===== src/hw/rtl/whm_pkg.sv =====
// Package with shared types, constants and helpers of the warped history map.
package whm_pkg;
    localparam int MaxWidth   = 512;
    localparam int MaxHeight  = 512;
    localparam int FracBits   = 32;
    localparam int CoefW      = 48;
    localparam int XW         = 9;
    localparam int YW         = 9;
    localparam int AddrW      = XW + YW + 1;
    localparam int DimW       = 10;
    localparam int AccW       = 60;
    localparam int ProdW      = 2 * AccW;

    localparam logic [1:0] OP_LOAD  = 2'd0;
    localparam logic [1:0] OP_WARP  = 2'd1;
    localparam logic [1:0] OP_MASK  = 2'd2;
    localparam logic [1:0] OP_CLEAR = 2'd3;

    localparam logic [1:0] CFG_WIDTH  = 2'd0;
    localparam logic [1:0] CFG_HEIGHT = 2'd1;
    localparam logic [1:0] CFG_DECAY  = 2'd2;

    typedef struct packed {
        logic [1:0]             op;
        logic [2:0]             coef_index;
        logic signed [CoefW-1:0] coef_value;
        logic [XW-1:0]          pixel_x;
        logic [YW-1:0]          pixel_y;
        logic [7:0]             mask_value;
    } t_req;

    typedef struct packed {
        logic [7:0] map_value;
        logic [1:0] op_done;
    } t_rsp;

    function automatic logic [DimW-1:0] eff_dim(input logic [DimW-1:0] v,
                                                 input logic [DimW-1:0] mx);
        logic [DimW-1:0] r;
        r = v;
        if (v == '0) r = DimW'(1);
        else if (v > mx) r = mx;
        return r;
    endfunction
endpackage


===== src/hw/rtl/whm_mul.sv =====
// Multicycle signed multiplier built from 30x30 partial products.
module whm_mul
    import whm_pkg::*;
(
    input  logic                    i_clk,
    input  logic                    i_rst_n,
    input  logic                    i_start,
    input  logic signed [AccW-1:0]  i_a,
    input  logic signed [AccW-1:0]  i_b,
    output logic                    o_done,
    output logic signed [ProdW-1:0] o_p
);
    localparam int H = AccW / 2;
    logic [AccW-1:0] r_ua, r_ub;
    logic r_neg;
    logic [2:0] r_step, n_step;
    logic [ProdW-1:0] r_acc;
    logic [2*H-1:0] r_pp;
    logic [H-1:0] w_x, w_y;
    logic [6:0] r_sh;

    always_comb begin
        n_step = r_step;
        if (i_start) n_step = 3'd1;
        else if (r_step != 3'd0) n_step = (r_step == 3'd6) ? 3'd0 : r_step + 3'd1;
    end

    always_comb begin
        case (r_step)
            3'd1: begin w_x = r_ua[H-1:0];    w_y = r_ub[H-1:0];    end
            3'd2: begin w_x = r_ua[H-1:0];    w_y = r_ub[AccW-1:H]; end
            3'd3: begin w_x = r_ua[AccW-1:H]; w_y = r_ub[H-1:0];    end
            default: begin w_x = r_ua[AccW-1:H]; w_y = r_ub[AccW-1:H]; end
        endcase
    end

    always_ff @(posedge i_clk) begin
        if (!i_rst_n) begin
            r_step <= 3'd0;
        end else begin
            r_step <= n_step;
        end
        if (i_start) begin
            r_ua  <= i_a[AccW-1] ? AccW'(-i_a) : AccW'(i_a);
            r_ub  <= i_b[AccW-1] ? AccW'(-i_b) : AccW'(i_b);
            r_neg <= i_a[AccW-1] ^ i_b[AccW-1];
            r_acc <= '0;
        end else if (r_step >= 3'd1 && r_step <= 3'd4) begin
            r_pp <= w_x * w_y;
            r_sh <= (r_step == 3'd1) ? 7'd0 : (r_step == 3'd4) ? 7'(2*H) : 7'(H);
        end
        if (r_step >= 3'd2 && r_step <= 3'd5) begin
            r_acc <= r_acc + (ProdW'(r_pp) << r_sh);
        end else if (r_step == 3'd6 && r_neg) begin
            r_acc <= ProdW'(-r_acc);
        end
    end
    assign o_done = (r_step == 3'd0) && !i_start;
    assign o_p = $signed(r_acc);
endmodule


===== config.mk =====
export PLATFORM = sky130hd
export DESIGN_NAME = whm_mul
export DESIGN_NICKNAME = d
export VERILOG_FILES = /design/src/hw/rtl/whm_pkg.sv /design/src/hw/rtl/whm_mul.sv
export SDC_FILE = /design/constraint.sdc
export NUM_CORES = 2
export LEC_CHECK = 0
export ABC_AREA = 1
export CAP_MARGIN = 20
export CORE_MARGIN = 2
export CORE_UTILIZATION = 51
export DETAILED_ROUTE_END_ITERATION = 16
export DONT_BUFFER_PORTS = 1
export PLACE_DENSITY = 0.66
export SYNTH_ARGS = -nofsm -noshare
export SYNTH_HDL_FRONTEND = slang
export SYNTH_SLANG_ARGS = --single-unit

===== constraint.sdc =====
create_clock -name i_clk -period 8 [get_ports i_clk]
set_input_delay 0.8 -clock i_clk [delete_from_list [all_inputs] [get_ports i_clk]]
set_output_delay 0.8 -clock i_clk [all_outputs]
set_load 0.1 [all_outputs]

# After elaboration in Yosys (flattened, before gate mapping)

Cells that the tools add are included.

Flip-flop bits (word level): 311
Bits of input ports: 123
Output and inout bits: 121
Logic and storage cells: 53

Add/subtract/negate cells: 5
Multiply operators: 1
Magnitude comparators: 4
Eq/ne operators: 5
Shift operators: 1
Multiplexer cells: 11
Bitwise operators: 3
Reduce and logical (&&, ||, !) cells: 13

Operators with widths:

| kind                                                              | number |
|---|---|
| two-way mux 120 bit                                               | 3 |
| adder 120 bit                                                     | 1 |
| negator 120 bit                                                   | 1 |
| negator 60 bit                                                    | 2 |
| left shift 60 x 7 -> 120 bit                                      | 1 |
| two-way mux 59 bit                                                | 2 |
| multiplier 30 x 30 -> 60 bit                                      | 1 |
| two-way mux 30 bit                                                | 2 |
| == test 3 x 2 -> 1 bit, second input constant                     | 2 |
| == test 3 bit, second input constant                              | 2 |
| <= comparator 3 bit, second input constant                        | 2 |
| two-way mux 6 bit                                                 | 1 |
| nonzero test 3 bit                                                | 2 |
| OR reduction 2 bit                                                | 3 |
| logical AND 1 bit                                                 | 4 |
| adder 3 x 1 -> 3 bit, second input constant                       | 1 |
| == test 3 x 1 -> 1 bit, second input constant                     | 1 |
| greater-or-equal comparator 3 x 1 -> 1 bit, second input constant | 1 |
| greater-or-equal comparator 3 x 2 -> 1 bit, second input constant | 1 |
| zero test 3 bit                                                   | 1 |
| two-way mux 3 bit                                                 | 1 |
| two-way mux 1 bit                                                 | 2 |
| NOT 1 bit                                                         | 2 |
| AND reduction 2 bit                                               | 1 |
| 3 further kinds                                                   | 3 |

# Longest topological paths before layout

Word-level depth: 4
Gate-level depth with buffers: 40
Mapped depth without buffers: 37

# Worst setup path after synthesis

No wires, ideal clock.

Kind: flip-flop to flip-flop
Start point: register r_step[2]
End point: register r_pp[47] (data pin)
Library setup time: 0.258 ns
Arrival time: 6.894 ns
Data required time: 7.742 ns
Slack: 0.848 ns
Cell stages (with the launch flop): 38
Path buffers: 2
Clock period less this slack: 7.152 ns
Cells stage by stage: dfxtp_1 -> nor2_4 -> nand2_4 -> nand2_4 -> inv_2 -> buf_6 -> or2_1 -> o21ai_4 -> buf_4 -> nor2_1 -> fa_1 -> inv_1 -> fa_1 -> inv_1 -> fa_1 -> inv_1 -> fa_1 -> inv_1 -> [... 2 more ...] -> fa_1 -> inv_1 -> fa_1 -> inv_1 -> ha_1 -> nand2_1 -> o21ai_0 -> nand2_1 -> nand2_1 -> inv_1 -> nor2_1 -> nor2_1 -> nand3_1 -> nand2_1 -> inv_1 -> nor2_1 -> nand2_1 -> nand2_1

Cells in the longest elaborated chain, start to end: 4
Elaborated cells between the ends (all ways): 8
Classes of those cells: mul: 1; eq/ne: 3; mux: 2; reduce/logical: 2

Ends and longest elaborated chain:

| element                                                          | line          | RTL |
|---|---|---|
| start, declared                                                  | whm_mul.sv:16 | `logic [2:0] r_step, n_step;` |
| start signal, assigned                                           | whm_mul.sv:41 | `r_step <= n_step;` |
| == test 3 x 1 -> 1 bit or == test 3 x 2 -> 1 bit (tied branches) | whm_mul.sv:29 | `case (r_step)` |
| OR reduction 2 bit (no source line)                              | n/a           |  |
| two-way mux 30 bit                                               | whm_mul.sv:29 |  |
| multiplier 30 x 30 -> 60 bit *                                   | whm_mul.sv:49 | `r_pp <= w_x * w_y;` |
| end signal, assigned                                             | whm_mul.sv:49 |  |
| end, declared                                                    | whm_mul.sv:18 | `logic [2*H-1:0] r_pp;` |

Mark *: on every way between the ends. The rest lies on a longest branch, timed or not.
A chain may end at the register's enable or synchronous reset.

# Worst setup path after layout

Start point: register r_step[2]
End point: register r_pp[42] (data pin)

Same word-level chain as after synthesis.

==> qor_table.md <==
| Quantity | Reported | Unit |
|---|---|---|
| Status | finished clean | - |
| Synth Register Bits | 307 | - |
| Total of hold buffers inserted after clock tree synthesis | 0 | - |
| Detailed-placement wirelength estimate | 255.9 | mm |
| Most used flip-flop cell after synthesis | sky130_fd_sc_hd__edfxtp_1 | - |
| Xor and xnor fraction of the mapped netlist area | 0.02688 | - |
| Initial cell density of the core | 0.5153 | - |
| DIE WIDTH | 357.9 | um |
| Final Instance Count excl. Fillers | 11300 | - |
| 1st-pass router iterations | 7 | - |
| Mean Syn Cell Area | 6.770 | um^2 |
| Class of the most critical setup path | flop to flop | - |
| # setup viols final | 0 | - |
| # clock sinks | 307 | - |
| Yosys Warn Count | 0 | - |
| Met2 Usage GRT | 0.7529 | - |
| Skew-Pair Late Insertion Delay | 0.69 | ns |
| Placeable core region | 0.1240 | mm^2 |
| Antenna violations before repair | 8 | - |
| DIE AREA | 0.1281 | mm^2 |
| Library cells used by synthesis | 62 | - |
| Growth of design area from synthesis to finish | 9.961 | % |
| H-tree lvl count | 2 | - |
| Number of DRC violations after detailed routing | 0 | - |
| Worst clock skew | 0.1104 | ns |
| Cell type group with the largest total delay on the critical path | adder cells | - |
| Async set or reset register ratio after synthesis | 0 | - |
| Final Hold Violating Endpoints | 0 | - |
| Sequential cell area fraction in the yosys report | 0.1439 | - |
| Core Rows | 129 | - |
| Net total in the final layout | 10900 | - |
| Final worst-path cycle share | 0.9830 | - |
| Global router's overall resource usage | 0.4743 | - |
| Final critical path time including I/O delays and setup | 7.864 | ns |
| Adder and majority cell fraction of the synthesized area | 0.3173 | - |
| Worst hold-check path type | input pin to flop | - |
| Pin count of the biggest net entering global routing | 124 | - |
| Number of synthesized flops with an enable pin | 304 | - |
| Vias in the first global route | 65500 | - |
| First-pass GRT wire length | 433.9 | mm |
| Port Buffer Count | 0 | - |
| Weighted congestion at the end of routability-driven global placement | 1.129 | - |
| Setup Total Neg Slack | 0 | ns |
| GRT met3 Usage | 0.1176 | - |
| Die Height | 357.9 | um |
| Share of cells above drive strength 1 | 0.08096 | - |
| Fmax | 0.1272 | GHz |
| Share of synthesized cell area in and, or, nand and nor gates | 0.3092 | - |
| Synthesized-area fraction occupied by ao, oa, aoi and oai cells | 0.06208 | - |
| Num ports | 244 | - |
| CTS tree | built | - |
| Final core utilization | 0.5666 | - |
| Slowest CP cell | sky130_fd_sc_hd__fa_1 | - |
| Slew @ Worst Pin | 1.336 | ns |
| Via count | 65900 | - |
| Post-DRT Antenna Nets | 0 | - |
| Largest family of logic cells by synthesized area | adder cells | - |
| Max-slew violations | 0 | - |
| Maximum cell stage delay along the critical path | 0.57 | ns |
| Root Driver | sky130_fd_sc_hd__clkbuf_16 | - |
| CP max FO | 15 | - |
| Clock buffer count from CTS | 42 | - |
| CP Launch Type | flop | - |
| Initial DRC count | 7840 | - |
| Number of nets in the synthesized netlist | 10709 | - |
| Total instance count after detailed placement | 11178 | - |
| Most crowded layer after global routing | met2 | - |
| Proportion of synthesized area in mux cells | 0.0003134 | - |
| Detailed-route vias per instance | 5.832 | - |
| Netlist area before placement | 0.06387 | mm^2 |
| Detailed-route wire length per cell | 27.17 | um |
| Clock-pin slew on the worst setup and hold paths | 0.06 | ns |
| Total of max-cap violations | 0 | - |
| Maximum clock insertion buffer count | 3 | - |
| Wire length after detailed routing | 307.0 | mm |
| Arrival time of the worst setup path | 8.27 | ns |
| Nature of the critical path endpoint | flop | - |
| Cells after synthesis | 9435 | - |
| Worst EP required | 8.41 | ns |
| Met1 Usage GRT | 0.5215 | - |
| Global-route congestion overflow total | 0 | - |
| Tightest slew margin relative to the limit | 0.1001 | - |
| Cell seen most often among critical-path stages | sky130_fd_sc_hd__fa_1 | - |
| Buffers plus inverters on the worst setup path | 12 | - |
[sequential cells by signal (all words and copies together), names as in the netlist]
register / count
r_sh: 3
r_ub: 60
r_step: 3
r_ua: 60
r_pp: 60
r_neg: 1
o_p: 120
[cell usage after synthesis (69+ instances only)]
cell / instances / share of area
sky130_fd_sc_hd__xor2_1: 148 / 0.020
sky130_fd_sc_hd__o21ai_0: 270 / 0.021
sky130_fd_sc_hd__inv_1: 2019 / 0.12
sky130_fd_sc_hd__nand4_1: 131 / 0.013
sky130_fd_sc_hd__fa_1: 781 / 0.24
sky130_fd_sc_hd__buf_2: 107 / 0.0084
sky130_fd_sc_hd__edfxtp_1: 304 / 0.14
sky130_fd_sc_hd__clkbuf_1: 69 / 0.0041
sky130_fd_sc_hd__nor2_1: 1315 / 0.077
sky130_fd_sc_hd__a21oi_1: 233 / 0.018
sky130_fd_sc_hd__nand3_1: 390 / 0.031
sky130_fd_sc_hd__ha_1: 370 / 0.072
sky130_fd_sc_hd__nand2_1: 2647 / 0.16
sky130_fd_sc_hd__nor3_1: 115 / 0.0090
[worst reg2reg max path: cells and delay by family, from the launching register on]
kind / cells / cell delay (ns)
AO/OA/AOI/OAI: 3 / 0.41
adder cells (fa/ha/maj): 9 / 4.07
XOR/XNOR: 1 / 0.24
buffers and inverters: 12 / 1.60
AND/OR/NAND/NOR: 7 / 0.92
flip-flops: 1 / 0.38
[area by class of cell]
type	count	area [um^2]
diodes	4	10.01
inverters	2073	7838
clock buffers	52	1120
fillers	11863	53720
repair buffers	376	3437
flip-flops and latches	307	9195
multi-input cells	6826	46330
well taps	1637	2048
clock inverters	25	255.2
[layout by cell type (no fill, tap or decap), drive strengths merged, types with 2 or more instances in the layout]
master / instances
xor2: 148
a21boi: 3
or2: 47
clkinv: 16
a21o: 11
inv: 2072
nor3: 130
nand3b: 25
edfxtp: 304
mux2i: 2
dfxtp: 3
o21bai: 8
xnor2: 48
nor4: 33
nor2: 1351
and2: 10
nand3: 401
nand4: 134
diode: 4
o211ai: 4
ha: 370
clkbuf: 59
o31ai: 13
a21oi: 236
fa: 781
o22ai: 12
buf: 369
a31oi: 25
bufinv: 2
nand2: 2662
o21a: 5
o21ai: 357
clkinvlp: 8
a32o: 3
[worst paths after layout]
kind	cells after the start	endpoint	slack (ns)	startpoint
min	0	r_ua[0]	0.21	i_a[0]
max	32	r_pp[42]	0.14	r_step[2]
max reg2reg	32	r_pp[42]	0.14	r_step[2]
min reg2reg	2	r_step[1]	0.52	r_step[0]
[kinds of logic after synthesis]
kind of cell	count (synthesis)
mux	2
flops	307
simple gates	4796
buf+inv	2302
xor+xnor	196
fa+ha+maj	1151
compound gates	681
[per-stage QoR]
stage / area (um^2) / setup slack, ns / hold slack [ns]
finish: 70230 / 0.1357 / 0.2119
global route: 70230 / -0.08357 / 0.2056
global placement: 67610 / 0.003320 / 0.4969
detailed placement: 67680 / -0.1274 / 0.5346
floorplan: 63870 / 0.8480 / 0.5128
CTS: 69080 / -0.02930 / 0.1938
[what timing repair did]
action | in CTS | in global routing
pin swaps | 0 | 31
setup endpoints to repair | 27 | 42
cloned | 0 | 4
resized for setup | 10 | 194
buffers inserted | 0 | 28
[per-layer routing]
metal | vias to the layer above | wire, um
li1 | 28985 | -
met1 | 30945 | 101200
met2 | 4502 | 136300
met3 | 1458 | 33060
met4 | 10 | 36450
met5 | - | 67
Power is left out: the tool's default activity adds up to more than one toggle a clock period on the data nets, which glitch-free logic cannot reach.
